File: config.mk
export PLATFORM = sky130hd
export DESIGN_NAME = tiny_register_machine_executor_unit
export DESIGN_NICKNAME = d
export VERILOG_FILES = /design/src/rtl/trm_pkg.sv /design/src/rtl/trm_ram.sv /design/src/rtl/trm_useq.sv /design/src/rtl/trm_datapath.sv /design/src/rtl/tiny_register_machine_executor_unit.sv
export SDC_FILE = /design/constraint.sdc
export NUM_CORES = 1
export LEC_CHECK = 0
export BUFFER_PORTS_ARGS = -buffer_cell sky130_fd_sc_hd__buf_2
export CAP_MARGIN = 10
export CORE_UTILIZATION = 55
export DETAILED_ROUTE_END_ITERATION = 8
export GPL_TIMING_DRIVEN = 0
export PLACE_DENSITY = 0.71
export SLEW_MARGIN = 30
export SYNTH_ARGS = -nofsm -noshare
export SYNTH_HDL_FRONTEND = slang
export SYNTH_HIERARCHICAL = 1
export SYNTH_SLANG_ARGS = --single-unit
File: constraint.sdc
create_clock -name clk_i -period 12.15 [get_ports clk_i]
set_input_delay 1.215 -clock clk_i [delete_from_list [all_inputs] [get_ports clk_i]]
set_output_delay 1.215 -clock clk_i [all_outputs]
set_load 0.01 [all_outputs]
File: src/rtl/trm_pkg.sv
// Shared types, opcodes and the microcode table of the register machine executor.
package trm_pkg;

  // Instruction opcodes
  typedef enum logic [3:0] {
    CMD_IN    = 4'd0,
    CMD_OUT   = 4'd1,
    CMD_MOVI  = 4'd2,
    CMD_MOVR  = 4'd3,
    CMD_LDIND = 4'd4,
    CMD_ADD   = 4'd5,
    CMD_SUB   = 4'd6,
    CMD_MUL   = 4'd7,
    CMD_DIV   = 4'd8,
    CMD_INC   = 4'd9,
    CMD_DEC   = 4'd10,
    CMD_ST    = 4'd11,
    CMD_LD    = 4'd12
  } cmd_e;

  // Error codes reported with each result
  typedef enum logic [1:0] {
    ERR_OK   = 2'd0,
    ERR_DIV0 = 2'd1,
    ERR_ADDR = 2'd2
  } err_e;

  // Microcode fields
  typedef enum logic {
    RS_SRC,
    RS_DST
  } rsel_e;

  typedef enum logic [1:0] {
    LAT_NONE,
    LAT_A,
    LAT_B
  } lat_e;

  typedef enum logic [3:0] {
    ALU_NONE,
    ALU_VAL,
    ALU_ADD,
    ALU_SUB,
    ALU_MUL,
    ALU_INC,
    ALU_DEC,
    ALU_DIVI,
    ALU_DIVS,
    ALU_DIVF
  } alu_e;

  typedef enum logic [2:0] {
    WB_NONE,
    WB_RES,
    WB_VAL,
    WB_B,
    WB_MEM
  } wb_e;

  typedef enum logic [1:0] {
    MEM_NONE,
    MEM_RD_IND,
    MEM_RD_ADR,
    MEM_WR
  } mem_e;

  typedef enum logic [1:0] {
    RV_ZERO,
    RV_B,
    RV_MEM
  } rv_e;

  typedef enum logic [1:0] {
    JC_NONE,
    JC_RZERO,
    JC_OOB,
    JC_LOOP
  } jc_e;

  localparam int unsigned UA_W      = 6;
  localparam int unsigned DATA_W    = 8;
  localparam int unsigned RES_W     = 16;
  localparam int unsigned DIV_STEPS = 8;
  localparam int unsigned DCNT_W    = 3;

  typedef logic [UA_W-1:0] uaddr_t;

  // Program entry points
  localparam uaddr_t UA_IN    = 6'd0;
  localparam uaddr_t UA_OUT   = 6'd2;
  localparam uaddr_t UA_MOVI  = 6'd4;
  localparam uaddr_t UA_MOVR  = 6'd5;
  localparam uaddr_t UA_LDIND = 6'd7;
  localparam uaddr_t UA_ADD   = 6'd10;
  localparam uaddr_t UA_SUB   = 6'd14;
  localparam uaddr_t UA_MUL   = 6'd18;
  localparam uaddr_t UA_INC   = 6'd22;
  localparam uaddr_t UA_DEC   = 6'd25;
  localparam uaddr_t UA_DIV   = 6'd28;
  localparam uaddr_t UA_EDIV  = 6'd33;
  localparam uaddr_t UA_ST    = 6'd34;
  localparam uaddr_t UA_LD    = 6'd36;
  localparam uaddr_t UA_EADR  = 6'd38;
  localparam uaddr_t UA_NOP   = 6'd39;

  // One control word
  typedef struct packed {
    rsel_e  rsel;
    lat_e   lat;
    alu_e   alu;
    wb_e    wb;
    mem_e   mem;
    rv_e    rv;
    err_e   err;
    jc_e    jc;
    uaddr_t target;
    logic   done;
  } cw_t;

  localparam cw_t CW_IDLE = '{
    rsel:   RS_SRC,
    lat:    LAT_NONE,
    alu:    ALU_NONE,
    wb:     WB_NONE,
    mem:    MEM_NONE,
    rv:     RV_ZERO,
    err:    ERR_OK,
    jc:     JC_NONE,
    target: UA_NOP,
    done:   1'b0
  };

  // Datapath conditions seen by the sequencer
  typedef struct packed {
    logic rd_zero;
    logic addr_oob;
  } status_t;

  typedef struct packed {
    logic uf;
    logic of;
    logic cf;
    logic zf;
  } flags_t;

  // Result of one instruction
  typedef struct packed {
    err_e                error;
    flags_t              flags;
    logic [DATA_W-1:0]   read_value;
  } result_t;

  // Operand fields of one instruction
  typedef struct packed {
    logic [DATA_W-1:0] value;
    logic [7:0]        address;
    logic [2:0]        dst_reg;
    logic [2:0]        src_reg;
  } item_t;

  // Map an opcode to its program
  function automatic uaddr_t entry_of(input logic [3:0] cmd);
    uaddr_t ua;
    unique case (cmd_e'(cmd))
      CMD_IN:    ua = UA_IN;
      CMD_OUT:   ua = UA_OUT;
      CMD_MOVI:  ua = UA_MOVI;
      CMD_MOVR:  ua = UA_MOVR;
      CMD_LDIND: ua = UA_LDIND;
      CMD_ADD:   ua = UA_ADD;
      CMD_SUB:   ua = UA_SUB;
      CMD_MUL:   ua = UA_MUL;
      CMD_DIV:   ua = UA_DIV;
      CMD_INC:   ua = UA_INC;
      CMD_DEC:   ua = UA_DEC;
      CMD_ST:    ua = UA_ST;
      CMD_LD:    ua = UA_LD;
      default:   ua = UA_NOP;
    endcase
    return ua;
  endfunction

  // Microcode ROM
  function automatic cw_t ucode(input uaddr_t ua);
    cw_t w;
    w = CW_IDLE;
    unique case (ua)
      UA_IN:            w.alu = ALU_VAL;
      UA_IN + 6'd1:     begin w.wb = WB_RES; w.done = 1'b1; end
      UA_OUT:           begin w.rsel = RS_SRC; w.lat = LAT_B; end
      UA_OUT + 6'd1:    begin w.rv = RV_B; w.done = 1'b1; end
      UA_MOVI:          begin w.wb = WB_VAL; w.done = 1'b1; end
      UA_MOVR:          begin w.rsel = RS_SRC; w.lat = LAT_B; end
      UA_MOVR + 6'd1:   begin w.wb = WB_B; w.done = 1'b1; end
      UA_LDIND:         begin w.rsel = RS_SRC; w.lat = LAT_B; end
      UA_LDIND + 6'd1:  w.mem = MEM_RD_IND;
      UA_LDIND + 6'd2:  begin w.wb = WB_MEM; w.done = 1'b1; end
      UA_ADD:           begin w.rsel = RS_DST; w.lat = LAT_A; end
      UA_ADD + 6'd1:    begin w.rsel = RS_SRC; w.lat = LAT_B; end
      UA_ADD + 6'd2:    w.alu = ALU_ADD;
      UA_ADD + 6'd3:    begin w.wb = WB_RES; w.done = 1'b1; end
      UA_SUB:           begin w.rsel = RS_DST; w.lat = LAT_A; end
      UA_SUB + 6'd1:    begin w.rsel = RS_SRC; w.lat = LAT_B; end
      UA_SUB + 6'd2:    w.alu = ALU_SUB;
      UA_SUB + 6'd3:    begin w.wb = WB_RES; w.done = 1'b1; end
      UA_MUL:           begin w.rsel = RS_DST; w.lat = LAT_A; end
      UA_MUL + 6'd1:    begin w.rsel = RS_SRC; w.lat = LAT_B; end
      UA_MUL + 6'd2:    w.alu = ALU_MUL;
      UA_MUL + 6'd3:    begin w.wb = WB_RES; w.done = 1'b1; end
      UA_INC:           begin w.rsel = RS_DST; w.lat = LAT_A; end
      UA_INC + 6'd1:    w.alu = ALU_INC;
      UA_INC + 6'd2:    begin w.wb = WB_RES; w.done = 1'b1; end
      UA_DEC:           begin w.rsel = RS_DST; w.lat = LAT_A; end
      UA_DEC + 6'd1:    w.alu = ALU_DEC;
      UA_DEC + 6'd2:    begin w.wb = WB_RES; w.done = 1'b1; end
      UA_DIV:           begin w.rsel = RS_DST; w.lat = LAT_A; end
      UA_DIV + 6'd1:    begin
        w.rsel = RS_SRC; w.lat = LAT_B; w.alu = ALU_DIVI;
        w.jc = JC_RZERO; w.target = UA_EDIV;
      end
      UA_DIV + 6'd2:    begin w.alu = ALU_DIVS; w.jc = JC_LOOP; w.target = UA_DIV + 6'd2; end
      UA_DIV + 6'd3:    w.alu = ALU_DIVF;
      UA_DIV + 6'd4:    begin w.wb = WB_RES; w.done = 1'b1; end
      UA_EDIV:          begin w.err = ERR_DIV0; w.done = 1'b1; end
      UA_ST:            begin w.jc = JC_OOB; w.target = UA_EADR; end
      UA_ST + 6'd1:     begin w.mem = MEM_WR; w.done = 1'b1; end
      UA_LD:            begin w.mem = MEM_RD_ADR; w.jc = JC_OOB; w.target = UA_EADR; end
      UA_LD + 6'd1:     begin w.rv = RV_MEM; w.done = 1'b1; end
      UA_EADR:          begin w.err = ERR_ADDR; w.done = 1'b1; end
      default:          w.done = 1'b1;
    endcase
    return w;
  endfunction

endpackage

File: src/rtl/trm_ram.sv
// Generic single-write, single-read RAM with registered read data.
module trm_ram #(
  parameter int unsigned WIDTH = 8,
  parameter int unsigned DEPTH = 64
) (
  input  logic                     clk_i,
  input  logic                     we_i,
  input  logic [$clog2(DEPTH)-1:0] waddr_i,
  input  logic [WIDTH-1:0]         wdata_i,
  input  logic                     re_i,
  input  logic [$clog2(DEPTH)-1:0] raddr_i,
  output logic [WIDTH-1:0]         rdata_o
);

  logic [WIDTH-1:0] mem_q [DEPTH];
  logic [WIDTH-1:0] rdata_q;

  // Write port
  always_ff @(posedge clk_i) begin
    if (we_i) begin
      mem_q[waddr_i] <= wdata_i;
    end
  end

  // Registered read port
  always_ff @(posedge clk_i) begin
    if (re_i) begin
      rdata_q <= mem_q[raddr_i];
    end
  end

  assign rdata_o = rdata_q;

endmodule

File: src/rtl/trm_useq.sv
// Microcode sequencer: step counter, control ROM, loop counter and jumps.
module trm_useq (
  input  logic             clk_i,
  input  logic             rst_ni,
  input  logic             start_i,
  input  logic [3:0]       cmd_i,
  input  trm_pkg::status_t st_i,
  input  logic             out_stall_i,
  output logic             busy_o,
  output logic             step_en_o,
  output trm_pkg::cw_t     cw_o
);

  logic                          busy_q, busy_d;
  trm_pkg::uaddr_t               upc_q, upc_d;
  logic [trm_pkg::DCNT_W-1:0]    cnt_q, cnt_d;
  trm_pkg::cw_t                  cw;
  logic                          step_en;
  logic                          jump;

  // Fetch the control word of the current step
  assign cw = trm_pkg::ucode(upc_q);

  // Hold the final step while the result register is still occupied
  assign step_en = busy_q && !(cw.done && out_stall_i);

  // Evaluate the jump condition
  always_comb begin
    unique case (cw.jc)
      trm_pkg::JC_RZERO: jump = st_i.rd_zero;
      trm_pkg::JC_OOB:   jump = st_i.addr_oob;
      trm_pkg::JC_LOOP:  jump = (cnt_q != trm_pkg::DCNT_W'(trm_pkg::DIV_STEPS - 1));
      default:           jump = 1'b0;
    endcase
  end

  // Advance the step counter
  always_comb begin
    busy_d = busy_q;
    upc_d  = upc_q;
    cnt_d  = cnt_q;
    if (start_i) begin
      busy_d = 1'b1;
      upc_d  = trm_pkg::entry_of(cmd_i);
      cnt_d  = '0;
    end else if (step_en) begin
      if (cw.done) begin
        busy_d = 1'b0;
      end
      upc_d = jump ? cw.target : upc_q + trm_pkg::UA_W'(1);
      cnt_d = (cw.jc == trm_pkg::JC_LOOP) ? cnt_q + trm_pkg::DCNT_W'(1) : '0;
    end
  end

  always_ff @(posedge clk_i or negedge rst_ni) begin
    if (!rst_ni) begin
      busy_q <= 1'b0;
      upc_q  <= trm_pkg::UA_NOP;
      cnt_q  <= '0;
    end else begin
      busy_q <= busy_d;
      upc_q  <= upc_d;
      cnt_q  <= cnt_d;
    end
  end

  assign busy_o    = busy_q;
  assign step_en_o = step_en;
  assign cw_o      = cw;

endmodule

File: src/rtl/trm_datapath.sv
// Datapath: register file, ALU, serial divider, flags and data memory.
module trm_datapath #(
  parameter int unsigned MEM_DEPTH = 64,
  parameter int unsigned REG_COUNT = 8
) (
  input  logic             clk_i,
  input  logic             rst_ni,
  input  logic             start_i,
  input  trm_pkg::item_t   item_i,
  input  trm_pkg::cw_t     cw_i,
  input  logic             step_en_i,
  output trm_pkg::status_t st_o,
  output trm_pkg::result_t res_o
);

  localparam int unsigned AW = $clog2(MEM_DEPTH);
  localparam int unsigned RW = $clog2(REG_COUNT);
  localparam int unsigned DW = trm_pkg::DATA_W;
  localparam int unsigned FW = trm_pkg::RES_W;

  // Remainder by a constant through eight compare-and-subtract steps
  function automatic logic [DW-1:0] mod_by(input logic [DW-1:0] v, input logic [8:0] m);
    logic [16:0] r;
    logic [16:0] t;
    r = {9'd0, v};
    for (int k = 7; k >= 0; k--) begin
      t = {8'd0, m} << k;
      if (r >= t) begin
        r = r - t;
      end
    end
    return r[DW-1:0];
  endfunction

  logic [RW-1:0]        src_q, dst_q;
  logic [7:0]           addr_q;
  logic [DW-1:0]        val_q;
  logic [DW-1:0]        regs_q [REG_COUNT];
  logic [DW-1:0]        a_q, b_q;
  logic signed [FW-1:0] res_q, res_d;
  trm_pkg::flags_t      flags_q, flags_d;
  logic [DW-1:0]        rd_data;
  logic [RW-1:0]        rd_idx;
  logic [DW-1:0]        wb_data;

  logic [DW-1:0]        dv_quot_q, dv_ub_q, dv_rem_q;
  logic                 dv_neg_q;
  logic [DW:0]          dv_sh;
  logic [DW:0]          dv_diff;
  logic                 dv_bit;

  logic [MEM_DEPTH-1:0] mvld_q;
  logic                 rd_vld_q;
  logic                 mem_re, mem_we;
  logic [AW-1:0]        mem_raddr, mem_waddr;
  logic [DW-1:0]        ram_rdata, mem_data;

  logic signed [FW-1:0] sa, sb, prod;

  // Capture operands and reduce register indexes on a transfer
  always_ff @(posedge clk_i) begin
    if (start_i) begin
      src_q  <= RW'(mod_by(DW'(item_i.src_reg), 9'(REG_COUNT)));
      dst_q  <= RW'(mod_by(DW'(item_i.dst_reg), 9'(REG_COUNT)));
      addr_q <= item_i.address;
      val_q  <= item_i.value;
    end
  end

  // Register read port, one index per step
  assign rd_idx  = (cw_i.rsel == trm_pkg::RS_DST) ? dst_q : src_q;
  assign rd_data = regs_q[rd_idx];

  always_ff @(posedge clk_i) begin
    if (step_en_i) begin
      if (cw_i.lat == trm_pkg::LAT_A) begin
        a_q <= rd_data;
      end
      if (cw_i.lat == trm_pkg::LAT_B) begin
        b_q <= rd_data;
      end
    end
  end

  // Full-width arithmetic
  assign sa   = {{(FW-DW){a_q[DW-1]}}, a_q};
  assign sb   = {{(FW-DW){b_q[DW-1]}}, b_q};
  assign prod = $signed(a_q) * $signed(b_q);

  always_comb begin
    unique case (cw_i.alu)
      trm_pkg::ALU_VAL:  res_d = {{(FW-DW){val_q[DW-1]}}, val_q};
      trm_pkg::ALU_ADD:  res_d = sa + sb;
      trm_pkg::ALU_SUB:  res_d = sa - sb;
      trm_pkg::ALU_MUL:  res_d = prod;
      trm_pkg::ALU_INC:  res_d = sa + FW'(1);
      trm_pkg::ALU_DEC:  res_d = sa - FW'(1);
      trm_pkg::ALU_DIVF: res_d = dv_neg_q ? -$signed({{(FW-DW){1'b0}}, dv_quot_q})
                                          : $signed({{(FW-DW){1'b0}}, dv_quot_q});
      default:           res_d = res_q;
    endcase
  end

  always_ff @(posedge clk_i) begin
    if (step_en_i) begin
      res_q <= res_d;
    end
  end

  // Restoring divider on magnitudes, one quotient bit per step
  assign dv_sh   = {dv_rem_q, dv_quot_q[DW-1]};
  assign dv_diff = dv_sh - {1'b0, dv_ub_q};
  assign dv_bit  = (dv_sh >= {1'b0, dv_ub_q});

  always_ff @(posedge clk_i) begin
    if (step_en_i) begin
      if (cw_i.alu == trm_pkg::ALU_DIVI) begin
        dv_quot_q <= a_q[DW-1] ? DW'(-a_q) : a_q;
        dv_ub_q   <= rd_data[DW-1] ? DW'(-rd_data) : rd_data;
        dv_rem_q  <= '0;
        dv_neg_q  <= a_q[DW-1] ^ rd_data[DW-1];
      end else if (cw_i.alu == trm_pkg::ALU_DIVS) begin
        dv_rem_q  <= dv_bit ? dv_diff[DW-1:0] : dv_sh[DW-1:0];
        dv_quot_q <= {dv_quot_q[DW-2:0], dv_bit};
      end
    end
  end

  // Flags from the full result before wrapping
  always_comb begin
    flags_d = flags_q;
    if (cw_i.wb == trm_pkg::WB_RES) begin
      flags_d.zf = (res_q[DW-1:0] == '0);
      flags_d.of = (res_q > FW'(signed'(127)));
      flags_d.uf = (res_q < -FW'(signed'(128)));
      flags_d.cf = flags_d.of | flags_d.uf;
    end
  end

  always_ff @(posedge clk_i or negedge rst_ni) begin
    if (!rst_ni) begin
      flags_q <= '0;
    end else if (step_en_i) begin
      flags_q <= flags_d;
    end
  end

  // Register write-back
  always_comb begin
    unique case (cw_i.wb)
      trm_pkg::WB_RES: wb_data = res_q[DW-1:0];
      trm_pkg::WB_VAL: wb_data = val_q;
      trm_pkg::WB_B:   wb_data = b_q;
      trm_pkg::WB_MEM: wb_data = mem_data;
      default:         wb_data = '0;
    endcase
  end

  always_ff @(posedge clk_i or negedge rst_ni) begin
    if (!rst_ni) begin
      for (int i = 0; i < REG_COUNT; i++) begin
        regs_q[i] <= '0;
      end
    end else if (step_en_i && (cw_i.wb != trm_pkg::WB_NONE)) begin
      regs_q[dst_q] <= wb_data;
    end
  end

  // Data memory; an entry never written reads as zero
  assign mem_re    = step_en_i && ((cw_i.mem == trm_pkg::MEM_RD_IND) ||
                                   (cw_i.mem == trm_pkg::MEM_RD_ADR));
  assign mem_we    = step_en_i && (cw_i.mem == trm_pkg::MEM_WR);
  assign mem_raddr = (cw_i.mem == trm_pkg::MEM_RD_IND) ?
                     AW'(mod_by(b_q, 9'(MEM_DEPTH))) : AW'(addr_q);
  assign mem_waddr = AW'(addr_q);

  trm_ram #(
    .WIDTH (DW),
    .DEPTH (MEM_DEPTH)
  ) u_dmem (
    .clk_i   (clk_i),
    .we_i    (mem_we),
    .waddr_i (mem_waddr),
    .wdata_i (val_q),
    .re_i    (mem_re),
    .raddr_i (mem_raddr),
    .rdata_o (ram_rdata)
  );

  always_ff @(posedge clk_i or negedge rst_ni) begin
    if (!rst_ni) begin
      mvld_q   <= '0;
      rd_vld_q <= 1'b0;
    end else begin
      if (mem_we) begin
        mvld_q[mem_waddr] <= 1'b1;
      end
      if (mem_re) begin
        rd_vld_q <= mvld_q[mem_raddr];
      end
    end
  end

  assign mem_data = rd_vld_q ? ram_rdata : '0;

  // Conditions for the sequencer
  assign st_o.rd_zero  = (rd_data == '0);
  assign st_o.addr_oob = ({1'b0, addr_q} >= 9'(MEM_DEPTH));

  // Result of the final step
  always_comb begin
    unique case (cw_i.rv)
      trm_pkg::RV_B:   res_o.read_value = b_q;
      trm_pkg::RV_MEM: res_o.read_value = mem_data;
      default:         res_o.read_value = '0;
    endcase
  end
  assign res_o.flags = flags_d;
  assign res_o.error = cw_i.err;

endmodule

File: src/rtl/tiny_register_machine_executor_unit.sv
// Top level of the register machine executor: stream ports and result register.
//
//  Port group  Dir   Transfer on            Contents
//  s_axis_*    in    tvalid & tready        one instruction
//  m_axis_*    out   tvalid & tready        one result per instruction
//
// Each instruction runs as a short microcode program, one control word per
// cycle while the output is not stalled. The bit-serial divider sets the
// worst case. A new instruction is taken the cycle after the previous one
// finishes, while its result may still wait in the output register; a full,
// stalled output register holds the final step. Reset clears registers,
// flags and memory valid bits at once.
module tiny_register_machine_executor_unit #(
  parameter int unsigned MEM_DEPTH = 64,
  parameter int unsigned REG_COUNT = 8
) (
  input  logic        clk_i,
  input  logic        rst_ni,
  input  logic        s_axis_tvalid,
  output logic        s_axis_tready,
  // [3:0] cmd, [6:4] src_reg, [9:7] dst_reg, [17:10] address, [25:18] value
  input  logic [31:0] s_axis_tdata,
  output logic        m_axis_tvalid,
  input  logic        m_axis_tready,
  // [7:0] read_value, [8] zero_flag, [9] carry_flag, [10] overflow_flag,
  // [11] underflow_flag, [13:12] error
  output logic [15:0] m_axis_tdata
);

  logic             busy;
  logic             start;
  logic             step_en;
  logic             out_stall;
  trm_pkg::cw_t     cw;
  trm_pkg::status_t st;
  trm_pkg::result_t res;
  trm_pkg::item_t   item;

  logic             m_vld_q, m_vld_d;
  logic [15:0]      m_data_q;

  // Unpack the instruction
  assign item.src_reg = s_axis_tdata[6:4];
  assign item.dst_reg = s_axis_tdata[9:7];
  assign item.address = s_axis_tdata[17:10];
  assign item.value   = s_axis_tdata[25:18];

  assign s_axis_tready = !busy;
  assign start         = s_axis_tvalid && !busy;
  assign out_stall     = m_vld_q && !m_axis_tready;

  trm_useq u_useq (
    .clk_i       (clk_i),
    .rst_ni      (rst_ni),
    .start_i     (start),
    .cmd_i       (s_axis_tdata[3:0]),
    .st_i        (st),
    .out_stall_i (out_stall),
    .busy_o      (busy),
    .step_en_o   (step_en),
    .cw_o        (cw)
  );

  trm_datapath #(
    .MEM_DEPTH (MEM_DEPTH),
    .REG_COUNT (REG_COUNT)
  ) u_dp (
    .clk_i     (clk_i),
    .rst_ni    (rst_ni),
    .start_i   (start),
    .item_i    (item),
    .cw_i      (cw),
    .step_en_i (step_en),
    .st_o      (st),
    .res_o     (res)
  );

  // Load the result on the final step, drop it once transferred
  always_comb begin
    m_vld_d = m_vld_q;
    if (step_en && cw.done) begin
      m_vld_d = 1'b1;
    end else if (m_axis_tready) begin
      m_vld_d = 1'b0;
    end
  end

  always_ff @(posedge clk_i or negedge rst_ni) begin
    if (!rst_ni) begin
      m_vld_q <= 1'b0;
    end else begin
      m_vld_q <= m_vld_d;
    end
  end

  always_ff @(posedge clk_i) begin
    if (step_en && cw.done) begin
      m_data_q <= {2'b00, res.error, res.flags.uf, res.flags.of, res.flags.cf,
                   res.flags.zf, res.read_value};
    end
  end

  assign m_axis_tvalid = m_vld_q;
  assign m_axis_tdata  = m_data_q;

endmodule
==> results.json <==
{
  "cts_resized": 0,
  "cp-startpoint": "u_useq/upc_q[0]",
  "r2r-start": "u_useq/upc_q[0]",
  "syn_to_final_growth_pct": 12.6,
  "die_w_um": 258,
  "tightestPinTransition_ns": 1.06,
  "gp_congestion": 0.941,
  "max-slew-margin-rel_pct": 29.4,
  "clk-insertion-delay-late_ns": 0.64,
  "ant_nets": 0,
  "initial_core_util_pct": 55.7,
  "place_hpwl_um": 66800,
  "clk_pin_slew_ns": 0.06,
  "route.detailed.drc": 0,
  "outcome": "completed",
  "period_minus_slack_ns": 6.57,
  "synthCells": 2529,
  "path_max_fanout": 10,
  "max_freq_ghz": 0.152,
  "drt_iter0_markers": 2658,
  "cts_hold_buf": 0,
  "post_cts_buffers": 0,
  "cts_buffer_depth": 3,
  "via_count": 22947,
  "fin_skew_ns": 0.0494,
  "cts_root_buffer": "clkbuf_16",
  "track_usage_pct": 28.9,
  "cts_buffers": 79,
  "arrival_ns": 7.13,
  "io_buffers": 44,
  "layout_common_cells": "edfxtp_1, nor2_1, mux4_2, inv_1, dfrtp_1",
  "ir_drop_uv": 423,
  "cp-start-kind": "flop",
  "hold_path.class": "flop to flop",
  "setup_viol": 0,
  "tritoncts": "yes",
  "tns_ns": 0,
  "fp.dieH_um": 258,
  "cp-end-kind": "flop",
  "grt_pass1_vias": 22945,
  "grt_pass1_wl_um": 143000,
  "crit_type": "flop to flop",
  "p_total_mw": 11.0,
  "first_pass_iters": 6,
  "grt_overflow": 0,
  "clock_sinks": 757,
  "grt_start_max_net_pins": 81,
  "slew_viol_final": 0,
  "totalWireLength_um": 95100,
  "htree_levels": 3,
  "fin_nets": 2849,
  "antenna_found_initial": 1,
  "wl_per_cell_um": 26.4,
  "power.leakage_nw": 14.8,
  "rows": 93,
  "rsz0062_at_grt": "false",
  "diodes": 0,
  "final_common_cell": "edfxtp_1",
  "dieArea_sq_mm": 0.0664,
  "core_sq_mm": 0.0646,
  "ff_latch_area_sq_mm": 0.0220,
  "hold_viol": 0,
  "multi_input_area_sq_mm": 0.0128,
  "netlist_area_sq_mm": 0.0360,
  "ios": 54,
  "drive_above_1_share_pct": 17.2,
  "yosysWarnings": 6,
  "maxCapViolations": 0,
  "num-fill-cells": 4635,
  "p_per_area_mw_per_mm2": 272,
  "fin_crit_sh_pct": 54.1,
  "critical_path_required_ns": 12.71,
  "min-delay-start": "u_dp/mvld_q[34]",
  "avgSynthCellArea_sq_um": 14.2,
  "routed_via_density": 6.37
}
==> through the flow <==
stage	cells	hold slack (ns)	instance area [sq um]	worst slack, ns	utilization [%]
6_report	3603	0.456	40500	5.58	62.7
5_1_grt	3603	0.459	40500	5.39	62.7
4_1_cts	3603	0.455	40500	5.65	62.7
3_5_place_dp	3457	0.441	37800	5.66	58.5
3_3_place_gp	3429	0.433	37300	5.01	57.7
2_1_floorplan	2530	0.423	36000	7.49	-
==> worst max-delay path, cell delays in order (launching register included) <==
cell and delay (ns):
dfstp_2 0.60, ha_1 0.28, clkbuf_1 0.38, mux2i_1 0.13
nand2_1 0.09, o211ai_1 0.10, a21oi_1 0.63, buf_4 0.28
mux2i_4 0.57, buf_4 0.31, mux4_2 0.54, mux2i_1 0.46
ha_1 0.29, inv_1 0.08, nor4_2 0.76, and4b_1 0.36
a211oi_2 0.08, mux2i_1 0.16, o21ai_0 0.11, mux2_4 0.28
==> final cells by class <==
class,count,share of cell area [%]
buffer,134,1.69
clock buffer,101,5.26
clock inverter,45,1.49
inverter,147,1.36
multi-input combinational,1492,31.7
sequential,757,54.4
tap,855,2.64
timing repair buffer,72,1.51
==> final timing paths <==
check                      cells after the start               to  slack [ns]
hold / removal                                 1  u_dp/mvld_q[34]        0.46
max in group asynchronous                      2  u_dp/mvld_q[24]       10.82
hold reg to reg                                1  u_dp/mvld_q[34]        0.46
min in group asynchronous                      1  u_dp/regs_q[19]        0.55
setup / recovery                              19  u_useq/upc_q[5]        5.58
setup reg to reg                              19  u_useq/upc_q[5]        5.58
==> where the power goes <==
part | total [mW] | switching (mW) | internal, mW
Clock | 2.52 | 1.03 | 1.49
Combinational | 5.13 | 3.10 | 2.03
Sequential | 3.37 | 0.188 | 3.18
==> registers in the layout, indices dropped and copies added, names as in the netlist <==
name,flops
u_dp/u_dmem/mem_q,512
u_dp/mvld_q,64
u_dp/regs_q,64
u_dp/res_q,16
m_axis_tdata,14
u_dp/a_q,8
u_dp/addr_q,8
u_dp/b_q,8
u_dp/dv_quot_q,8
u_dp/dv_rem_q,8
u_dp/dv_ub_q,8
u_dp/u_dmem/rdata_o,8
u_dp/val_q,8
u_useq/upc_q,6
u_dp/flags_q,4
u_dp/dst_q,3
u_dp/src_q,3
u_useq/cnt_q,3
m_axis_tvalid,1
u_dp/dv_neg_q,1
u_dp/rd_vld_q,1
u_useq/busy_o,1
==> routing by layer <==
layer / track usage, % / vias to the layer above / wire [um]
li1: - / 9835 / -
met1: 40.4 / 11750 / 38500
met2: 45.9 / 1147 / 44900
met3: 5.18 / 215 / 8000
met4: 10.7 / 0 / 3710
met5: 0 / - / 0
(Power assumes the default switching activity.)
